<file path="config.mk">
export PLATFORM = sky130hd
export DESIGN_NAME = gravity_tilt_change_detector
export DESIGN_NICKNAME = d
export VERILOG_FILES = /design/src/rtl/gtcd_pkg.sv /design/src/rtl/gtcd_mul_unit.sv /design/src/rtl/gtcd_core.sv /design/src/rtl/gravity_tilt_change_detector.sv
export SDC_FILE = /design/constraint.sdc
export NUM_CORES = 1
export LEC_CHECK = 0
export BUFFER_PORTS_ARGS = -buffer_cell sky130_fd_sc_hd__buf_2
export CAP_MARGIN = 15
export CORE_ASPECT_RATIO = 1.75
export CORE_UTILIZATION = 58
export DETAILED_ROUTE_END_ITERATION = 12
export PLACE_DENSITY = 0.81
export SLEW_MARGIN = 20
export SYNTH_ARGS = -nofsm -noshare
export SYNTH_HDL_FRONTEND = slang
export SYNTH_SLANG_ARGS = --single-unit
</file>
<file path="constraint.sdc">
create_clock -name clk -period 17.1 [get_ports clk]
set_input_delay 1.71 -clock clk [delete_from_list [all_inputs] [get_ports clk]]
set_output_delay 1.71 -clock clk [all_outputs]
set_load 0.05 [all_outputs]
</file>
<file path="src/rtl/gtcd_pkg.sv">
// Shared types, constants and helpers for the gravity tilt change detector.
// No dependencies; imported by gtcd_mul_unit, gtcd_core and the top level.
package gtcd_pkg;

	localparam int AXIS_W      = 16;
	localparam int SAMPLE_BITS = 16;
	localparam int DIFF_W      = AXIS_W + 1;
	localparam int ACC_W       = 2 * AXIS_W + 2;
	localparam int MAG_W       = 2 * AXIS_W;
	localparam int FACTOR_W    = 8;
	localparam int PROD_W      = MAG_W + FACTOR_W;
	localparam int SENS_W      = 2;
	localparam int EVENT_W     = 2;
	localparam int IN_TDATA_W  = 3 * AXIS_W;
	localparam int OUT_TDATA_W = 8;

	localparam logic [SENS_W-1:0] SENS_LOW    = 2'd0;
	localparam logic [SENS_W-1:0] SENS_MEDIUM = 2'd1;
	localparam logic [SENS_W-1:0] SENS_HIGH   = 2'd2;

	localparam logic [FACTOR_W-1:0] FACTOR_LOW    = 8'd5;
	localparam logic [FACTOR_W-1:0] FACTOR_MEDIUM = 8'd15;
	localparam logic [FACTOR_W-1:0] FACTOR_HIGH   = 8'd52;
	localparam logic [FACTOR_W-1:0] FACTOR_CLOSE  = 8'd130;

	localparam logic OP_CHECK   = 1'b0;
	localparam logic OP_CAPTURE = 1'b1;

	localparam logic [EVENT_W-1:0] EV_NONE   = 2'd0;
	localparam logic [EVENT_W-1:0] EV_OPENED = 2'd1;
	localparam logic [EVENT_W-1:0] EV_CLOSED = 2'd2;

	// Multiplier operation select
	typedef struct packed {
		logic scale;    // 1: accumulator times factor, 0: square of axis difference
		logic capture;  // square the sample itself (reference taken as zero)
	} mul_ctl_t;

	function automatic logic signed [AXIS_W-1:0] sample_sext(input logic [AXIS_W-1:0] raw);
		logic signed [SAMPLE_BITS-1:0] t;
		t = raw[SAMPLE_BITS-1:0];
		return AXIS_W'(t);
	endfunction

	function automatic logic [FACTOR_W-1:0] open_factor(input logic [SENS_W-1:0] lvl);
		logic [FACTOR_W-1:0] f;
		unique case (lvl)
			SENS_LOW:    f = FACTOR_LOW;
			SENS_MEDIUM: f = FACTOR_MEDIUM;
			default:     f = FACTOR_HIGH;
		endcase
		return f;
	endfunction

endpackage

</file>
<file path="src/rtl/gtcd_mul_unit.sv">
// Shared arithmetic unit: axis difference, magnitude and one unsigned multiply.
// Used for the three squares and for the threshold scaling. Depends on gtcd_pkg.
module gtcd_mul_unit (
	input  gtcd_pkg::mul_ctl_t                       ctl,
	input  logic signed [gtcd_pkg::AXIS_W-1:0]       sample,
	input  logic signed [gtcd_pkg::AXIS_W-1:0]       refv,
	input  logic        [gtcd_pkg::MAG_W-1:0]        acc,
	input  logic        [gtcd_pkg::FACTOR_W-1:0]     factor,
	output logic        [gtcd_pkg::PROD_W-1:0]       product
);
	import gtcd_pkg::*;

	localparam int FULL_W = MAG_W + DIFF_W;

	logic signed [DIFF_W-1:0] diff;
	logic        [DIFF_W-1:0] absd;
	logic        [MAG_W-1:0]  op_a;
	logic        [DIFF_W-1:0] op_b;
	logic        [FULL_W-1:0] full;
	logic signed [AXIS_W-1:0] ref_eff;

	always_comb begin
		ref_eff = ctl.capture ? '0 : refv;
		diff    = DIFF_W'(sample) - DIFF_W'(ref_eff);
		absd    = diff[DIFF_W-1] ? DIFF_W'(-diff) : DIFF_W'(diff);
		op_a    = ctl.scale ? acc : MAG_W'(absd);
		op_b    = ctl.scale ? DIFF_W'(factor) : absd;
		full    = FULL_W'(op_a) * FULL_W'(op_b);
		product = full[PROD_W-1:0];
	end

endmodule

</file>
<file path="src/rtl/gtcd_core.sv">
// Sequencer, reference state, decision logic and result register.
// Drives gtcd_mul_unit once per step. Depends on gtcd_pkg.
module gtcd_core (
	input  logic                                    clk,
	input  logic                                    arst_n,
	input  logic [gtcd_pkg::SENS_W-1:0]             sens,
	input  logic                                    in_valid,
	output logic                                    in_ready,
	input  logic                                    in_op,
	input  logic [gtcd_pkg::AXIS_W-1:0]             in_x,
	input  logic [gtcd_pkg::AXIS_W-1:0]             in_y,
	input  logic [gtcd_pkg::AXIS_W-1:0]             in_z,
	output logic                                    out_valid,
	input  logic                                    out_ready,
	output logic [gtcd_pkg::EVENT_W-1:0]            out_event,
	output logic                                    out_displaced
);
	import gtcd_pkg::*;

	typedef enum logic [2:0] {
		ST_IDLE,
		ST_SQ0,
		ST_SQ1,
		ST_SQ2,
		ST_SUM,
		ST_SCALE,
		ST_DECIDE
	} state_t;

	state_t                    state_q;
	logic                      op_q;
	logic signed [AXIS_W-1:0]  samp_q [3];
	logic signed [AXIS_W-1:0]  ref_q  [3];
	logic        [MAG_W-1:0]   ref_mag_q;
	logic                      ref_present_q;
	logic                      open_q;
	logic        [ACC_W-1:0]   acc_q;
	logic        [PROD_W-1:0]  prod_q;
	logic                      out_valid_q;
	logic        [EVENT_W-1:0] event_q;
	logic                      disp_q;

	mul_ctl_t                  mctl;
	logic signed [AXIS_W-1:0]  mul_samp;
	logic signed [AXIS_W-1:0]  mul_ref;
	logic        [FACTOR_W-1:0] factor;
	logic        [PROD_W-1:0]  product;
	logic                      dist_above;
	logic                      out_free;

	always_comb begin
		unique case (state_q)
			ST_SQ1: begin
				mul_samp = samp_q[1];
				mul_ref  = ref_q[1];
			end
			ST_SQ2: begin
				mul_samp = samp_q[2];
				mul_ref  = ref_q[2];
			end
			default: begin
				mul_samp = samp_q[0];
				mul_ref  = ref_q[0];
			end
		endcase
		mctl.scale   = (state_q == ST_SCALE);
		mctl.capture = (op_q == OP_CAPTURE);
		factor       = open_q ? FACTOR_CLOSE : open_factor(sens);
		// scaled distance strictly above the reference magnitude
		dist_above   = (acc_q[ACC_W-1:MAG_W] != '0) || (prod_q > PROD_W'(ref_mag_q));
		out_free     = !out_valid_q || out_ready;
	end

	gtcd_mul_unit u_mul (
		.ctl     (mctl),
		.sample  (mul_samp),
		.refv    (mul_ref),
		.acc     (acc_q[MAG_W-1:0]),
		.factor  (factor),
		.product (product)
	);

	assign in_ready      = (state_q == ST_IDLE);
	assign out_valid     = out_valid_q;
	assign out_event     = event_q;
	assign out_displaced = disp_q;

	always_ff @(posedge clk or negedge arst_n) begin
		if (!arst_n) begin
			state_q       <= ST_IDLE;
			op_q          <= OP_CHECK;
			samp_q[0]     <= '0;
			samp_q[1]     <= '0;
			samp_q[2]     <= '0;
			ref_q[0]      <= '0;
			ref_q[1]      <= '0;
			ref_q[2]      <= '0;
			ref_mag_q     <= '0;
			ref_present_q <= 1'b0;
			open_q        <= 1'b0;
			acc_q         <= '0;
			prod_q        <= '0;
			out_valid_q   <= 1'b0;
			event_q       <= EV_NONE;
			disp_q        <= 1'b0;
		end else begin
			if (out_valid_q && out_ready && (state_q != ST_DECIDE))
				out_valid_q <= 1'b0;
			unique case (state_q)
				ST_IDLE: begin
					if (in_valid) begin
						op_q      <= in_op;
						samp_q[0] <= sample_sext(in_x);
						samp_q[1] <= sample_sext(in_y);
						samp_q[2] <= sample_sext(in_z);
						acc_q     <= '0;
						prod_q    <= '0;
						state_q   <= ST_SQ0;
					end
				end
				ST_SQ0, ST_SQ1, ST_SQ2: begin
					acc_q   <= acc_q + ACC_W'(prod_q);
					prod_q  <= product;
					state_q <= (state_q == ST_SQ0) ? ST_SQ1 :
					           (state_q == ST_SQ1) ? ST_SQ2 : ST_SUM;
				end
				ST_SUM: begin
					acc_q   <= acc_q + ACC_W'(prod_q);
					state_q <= (op_q == OP_CAPTURE) ? ST_DECIDE : ST_SCALE;
				end
				ST_SCALE: begin
					prod_q  <= product;
					state_q <= ST_DECIDE;
				end
				ST_DECIDE: begin
					if (out_free) begin
						out_valid_q <= 1'b1;
						state_q     <= ST_IDLE;
						if (op_q == OP_CAPTURE) begin
							ref_q[0]      <= samp_q[0];
							ref_q[1]      <= samp_q[1];
							ref_q[2]      <= samp_q[2];
							ref_mag_q     <= acc_q[MAG_W-1:0];
							ref_present_q <= (acc_q != '0);
							open_q        <= 1'b0;
							event_q       <= EV_NONE;
							disp_q        <= 1'b0;
						end else if (ref_present_q && !open_q && dist_above) begin
							open_q  <= 1'b1;
							event_q <= EV_OPENED;
							disp_q  <= 1'b1;
						end else if (ref_present_q && open_q && !dist_above) begin
							open_q  <= 1'b0;
							event_q <= EV_CLOSED;
							disp_q  <= 1'b0;
						end else begin
							event_q <= EV_NONE;
							disp_q  <= open_q;
						end
					end
				end
				default: state_q <= ST_IDLE;
			endcase
		end
	end

`ifndef SYNTH
	a_open_ev_flag: assert property (@(posedge clk) disable iff (!arst_n)
		out_valid_q && (event_q == EV_OPENED) |-> disp_q)
		else $error("opened event without displaced flag");

	a_close_ev_flag: assert property (@(posedge clk) disable iff (!arst_n)
		out_valid_q && (event_q == EV_CLOSED) |-> !disp_q)
		else $error("closed event with displaced flag");

	a_ref_nonzero: assert property (@(posedge clk) disable iff (!arst_n)
		ref_present_q |-> (ref_mag_q != '0))
		else $error("reference present with zero magnitude");

	a_busy_after_accept: assert property (@(posedge clk) disable iff (!arst_n)
		in_valid && in_ready |=> !in_ready)
		else $error("ready right after accepting a transaction");

	a_no_result_overrun: assert property (@(posedge clk) disable iff (!arst_n)
		out_valid_q && !out_ready |=> out_valid_q && $stable(event_q) && $stable(disp_q))
		else $error("pending result overwritten");
`endif

endmodule

</file>
<file path="src/rtl/gravity_tilt_change_detector.sv">
// Top level of the gravity tilt change detector: stream ports, sensitivity register.
// Instantiates gtcd_core (which holds gtcd_mul_unit). Depends on gtcd_pkg.
//
//  channel  | direction | handshake                      | payload
//  s_axis   | in        | s_axis_tvalid / s_axis_tready  | tdata x,y,z; tuser operation
//  m_axis   | out       | m_axis_tvalid / m_axis_tready  | tdata door_event, displaced_now
//  cfg      | in        | cfg_valid / cfg_ready          | cfg_data sensitivity_level
//
// A capture steps through the three axis squares, the sum and the decision; a check
// adds one threshold scaling on the single multiplier before the decision.
// Results sit in an output register; a new sample is taken while it waits.
// Reset clears the reference, open flag and sequencer and sets sensitivity to medium.
// A stalled result holds the sequencer in its last step until the register frees.
module gravity_tilt_change_detector (
	input  logic                                 clk,
	input  logic                                 arst_n,
	input  logic                                 s_axis_tvalid,
	output logic                                 s_axis_tready,
	input  logic [gtcd_pkg::IN_TDATA_W-1:0]      s_axis_tdata,  // accel_x, accel_y, accel_z
	input  logic                                 s_axis_tuser,  // operation
	output logic                                 m_axis_tvalid,
	input  logic                                 m_axis_tready,
	output logic [gtcd_pkg::OUT_TDATA_W-1:0]     m_axis_tdata,  // door_event, displaced_now
	input  logic                                 cfg_valid,
	output logic                                 cfg_ready,
	input  logic [gtcd_pkg::SENS_W-1:0]          cfg_data       // sensitivity_level
);
	import gtcd_pkg::*;

	logic [SENS_W-1:0]  sens_q;
	logic [EVENT_W-1:0] door_event;
	logic               displaced_now;

	assign cfg_ready = 1'b1;

	// code 3 is kept as high sensitivity
	always_ff @(posedge clk or negedge arst_n) begin
		if (!arst_n) begin
			sens_q <= SENS_MEDIUM;
		end else if (cfg_valid && cfg_ready) begin
			sens_q <= (cfg_data > SENS_HIGH) ? SENS_HIGH : cfg_data;
		end
	end

	gtcd_core u_core (
		.clk           (clk),
		.arst_n        (arst_n),
		.sens          (sens_q),
		.in_valid      (s_axis_tvalid),
		.in_ready      (s_axis_tready),
		.in_op         (s_axis_tuser),
		.in_x          (s_axis_tdata[AXIS_W-1:0]),
		.in_y          (s_axis_tdata[2*AXIS_W-1:AXIS_W]),
		.in_z          (s_axis_tdata[3*AXIS_W-1:2*AXIS_W]),
		.out_valid     (m_axis_tvalid),
		.out_ready     (m_axis_tready),
		.out_event     (door_event),
		.out_displaced (displaced_now)
	);

	assign m_axis_tdata = {(OUT_TDATA_W - EVENT_W - 1)'(0), displaced_now, door_event};

endmodule
</file>
==> run_results.csv <==
group,metric,value,unit
run_status,status,"finished, final reports clean",
global_route,busiest_layer,"met2",
drt,via_per_inst,5.90,
timing,fmax,86.9,MHz
global_route,grt_use_met1,35.2,%
global_route,grt_usage,32.7,%
die,pin_count,67,
finish,post-route-cell-area,29300,um2
timing,fin_ws,5.59,ns
clock_tree,cts_setup_buffers,0,
setup_path,cp_common_cell,"fa_1",
clock_tree,clock_path_buffers,3,
timing,finalHoldViolCount,0,
placement,io_buffers,60,
setup_path,crit_path_end_kind,"flip-flop",
setup_path,max_stage_delay,1.00,ns
finish,fin_nets,3627,
synthesis,async_flop_share,100,%
synthesis,synthDistinctLibCells,84,
synthesis,ys_ff_latch,213,
global_route,grt-ovfl-total,0,
global_route,grt_use_met2,59.8,%
clock_tree,cts_hold_buf,0,
die,core-area,46800,um2
clock_tree,cts.clk_slew.worst_paths,0.08,ns
global_route,antenna_found_initial,0,
global_route,met3_usage,4.07,%
global_route,grt_max_degree,134,
run,cap_viol_max_count,0,
clock_tree,clock_sinks,213,
drt,drcViolationCount,0,
setup_path,cp_data_arrival_time,11.90,ns
placement,place_hpwl,59600,um
synthesis,synth_area_leaders,"fa_1, dfrtp_1, ha_1",
drt,vias,21159,
synthesis,synth.yosys.seq_area_share,19.5,%
die,fp.dieW,166,um
synthesis,postSynthCellCount,2893,
clock_tree,cts_buffers,19,
synthesis,synth_top_flop_cell,"dfrtp_1",
placement,gp_congestion,1.02,
synthesis,netlist_area,27400,um2
setup_path,required,17.49,ns
drt,first_pass_iters,6,
timing,rsz0062_at_grt,"false",
global_route,grt_pass1_vias,23374,
timing,hold_ws,0.491,ns
finish,antenna-diode-count,0,
clock_tree,root_buffer,"clkbuf_16",
drt,drt_iter0_drc,1509,
clock_tree,cts_resized,0,
drt,wl_per_cell,20.8,um
timing,setup-tns-final,0,ns
synthesis,synth_edf_count,0,
finish,drive_gt1_share,9.63,%
clock_tree,h-tree-depth,1,
finish,syn_to_final_growth,6.84,%
global_route,grt_pass1_wl,122000,um
drt,totalWireLength,74800,um
timing,drv_slew,0,
timing,setup_viol,0,
synthesis,synth_warnings,0,
setup_path,worst_path_max_delay_cell,"xnor2_1",
finish,multiInputGateArea,20000,um2
clock_tree,worstSkewPairLatency,0.53,ns
die,initial_core_util,58.5,%
setup_path,path_max_fanout,33,
setup_path,cp_top_family,"compound AO/OA/AOI/OAI gates",
drt,detail-route-antenna-nets,0,
placement,dpl_cell_area,28600,um2
die,die_y,289,um
setup_path,start_kind,"flip-flop",
clock_tree,cts_tree,"yes",
timing,min_period,11.51,ns
finish,final-seq-area,5330,um2
setup_path,crit_buf_inv,4,
synthesis,synth_top_area_share,30.5,%
setup_path,worstSetupPathType,"reg -> reg",
placement,pre_cts_ws,5.87,ns
timing,relSlewSlack,19.4,%
hold_path,hp-class,"reg -> reg",
synthesis,yosys.area.top_type,"fa_1",
timing,fin_skew,0.0255,ns
timing,period_share,67.3,%
timing,tightest_slew,1.20,ns
finish,fillers,3847,
synthesis,syn_area_per_cell,9.46,um2
die,row_count,105,
die,dieArea,48100,um2
==> cell type report <==
class,instances,share of cell area (%)
clock buffers,24,1.72
clock inverters,10,0.432
inverters,535,6.87
multi-input cells,2129,68.4
flip-flops and latches,213,18.2
well taps,588,2.52
repair buffers,89,1.82
==> per-layer routing <==
metal	wire length (um)	up-vias
met5	0	-
met4	5960	0
met3	4680	283
met2	38800	878
met1	25300	10580
li1	-	9418
==> synthesized netlist by cell type (5+ instances only) <==
library cell	number
a2111oi_0	8
a211o_1	21
a211oi_1	14
a21o_1	55
a21oi_1	93
a22o_1	35
a311oi_1	5
a31oi_1	12
and2_1	49
and3_1	15
buf_1	17
buf_4	7
clkbuf_1	108
dfrtp_1	212
fa_1	417
ha_1	167
inv_1	533
mux2_2	131
mux2i_1	32
nand2_1	292
nand2b_1	24
nand3_1	121
nand4_1	17
nor2_1	96
nor2b_1	17
nor3_1	23
nor4_1	16
o211a_1	5
o211ai_1	22
o21a_1	19
o21ai_0	107
o21bai_1	11
o31ai_1	12
or2_2	5
or3_1	9
xnor2_1	53
xor2_1	31
==> worst min-delay path, cell delays in order, from the launching register on <==
cell     delay, ns
dfrtp_1       0.35
nand2_1       0.04
o21ai_0       0.06
==> cell families after synthesis <==
kind of cell | after synthesis | synth area share [%]
flip-flops | 213 | 19.5
AND/OR/NAND/NOR | 709 | 12.1
XOR/XNOR | 85 | 2.75
AO/OA/AOI/OAI | 463 | 11.4
other | 2 | 0.0274
buffers and inverters | 672 | 9.38
adder cells (fa/ha/maj) | 584 | 38.1
multiplexers | 165 | 6.69
==> path summary, 6_finish.rpt <==
kind / startpoint / to / slack [ns] / depth (start not counted)
min in group asynchronous: arst_n / u_core.ref_q[31] / 1.31 / 1
setup / recovery: u_core.state_q[1] / u_core.prod_q[33] / 5.59 / 34
hold / removal: u_core.prod_q[36] / u_core.prod_q[36] / 0.49 / 2
hold reg to reg: u_core.prod_q[36] / u_core.prod_q[36] / 0.49 / 2
setup reg to reg: u_core.state_q[1] / u_core.prod_q[33] / 5.59 / 34
max in group asynchronous: arst_n / u_core.ref_mag_q[10] / 14.47 / 2
==> through the flow <==
| step | cells | util [%] |
|---|---|---|
| 5_1_grt | 3588 | 62.5 |
| 2_1_floorplan | 3014 | - |
| 4_1_cts | 3588 | 62.5 |
| 6_report | 3588 | 62.5 |
| 3_3_place_gp | 3554 | 61.2 |
| 3_5_place_dp | 3554 | 61.2 |
==> state kept, by name, indices dropped and copies added, names as in the netlist <==
name	cells
sens_q	2
u_core.state_q	3
u_core.open_q	1
u_core.acc_q	34
u_core.out_valid	1
u_core.op_q	1
u_core.ref_mag_q	32
u_core.prod_q	40
u_core.out_event	2
u_core.ref_present_q	1
u_core.ref_q	48
u_core.samp_q	48
==> layout by cell type (no fill, tap or decap), types with 15 or more instances in the layout <==
cell / instances
a211o_1: 21
a21o_1: 55
a21oi_1: 92
a22o_1: 35
and2_1: 49
and3_1: 15
buf_2: 59
buf_4: 28
clkbuf_16: 19
conb_1: 123
dfrtp_1: 211
fa_1: 417
ha_1: 167
inv_1: 533
mux2_2: 131
mux2i_1: 32
nand2_1: 290
nand2b_1: 24
nand3_1: 121
nand4_1: 17
nor2_1: 96
nor2b_1: 15
nor3_1: 22
nor4_1: 15
o211ai_1: 22
o21a_1: 19
o21ai_0: 106
xnor2_1: 52
xor2_1: 31
Power is left out: the tool's default activity adds up to more than one toggle a clock period on the data nets, which glitch-free logic cannot reach.
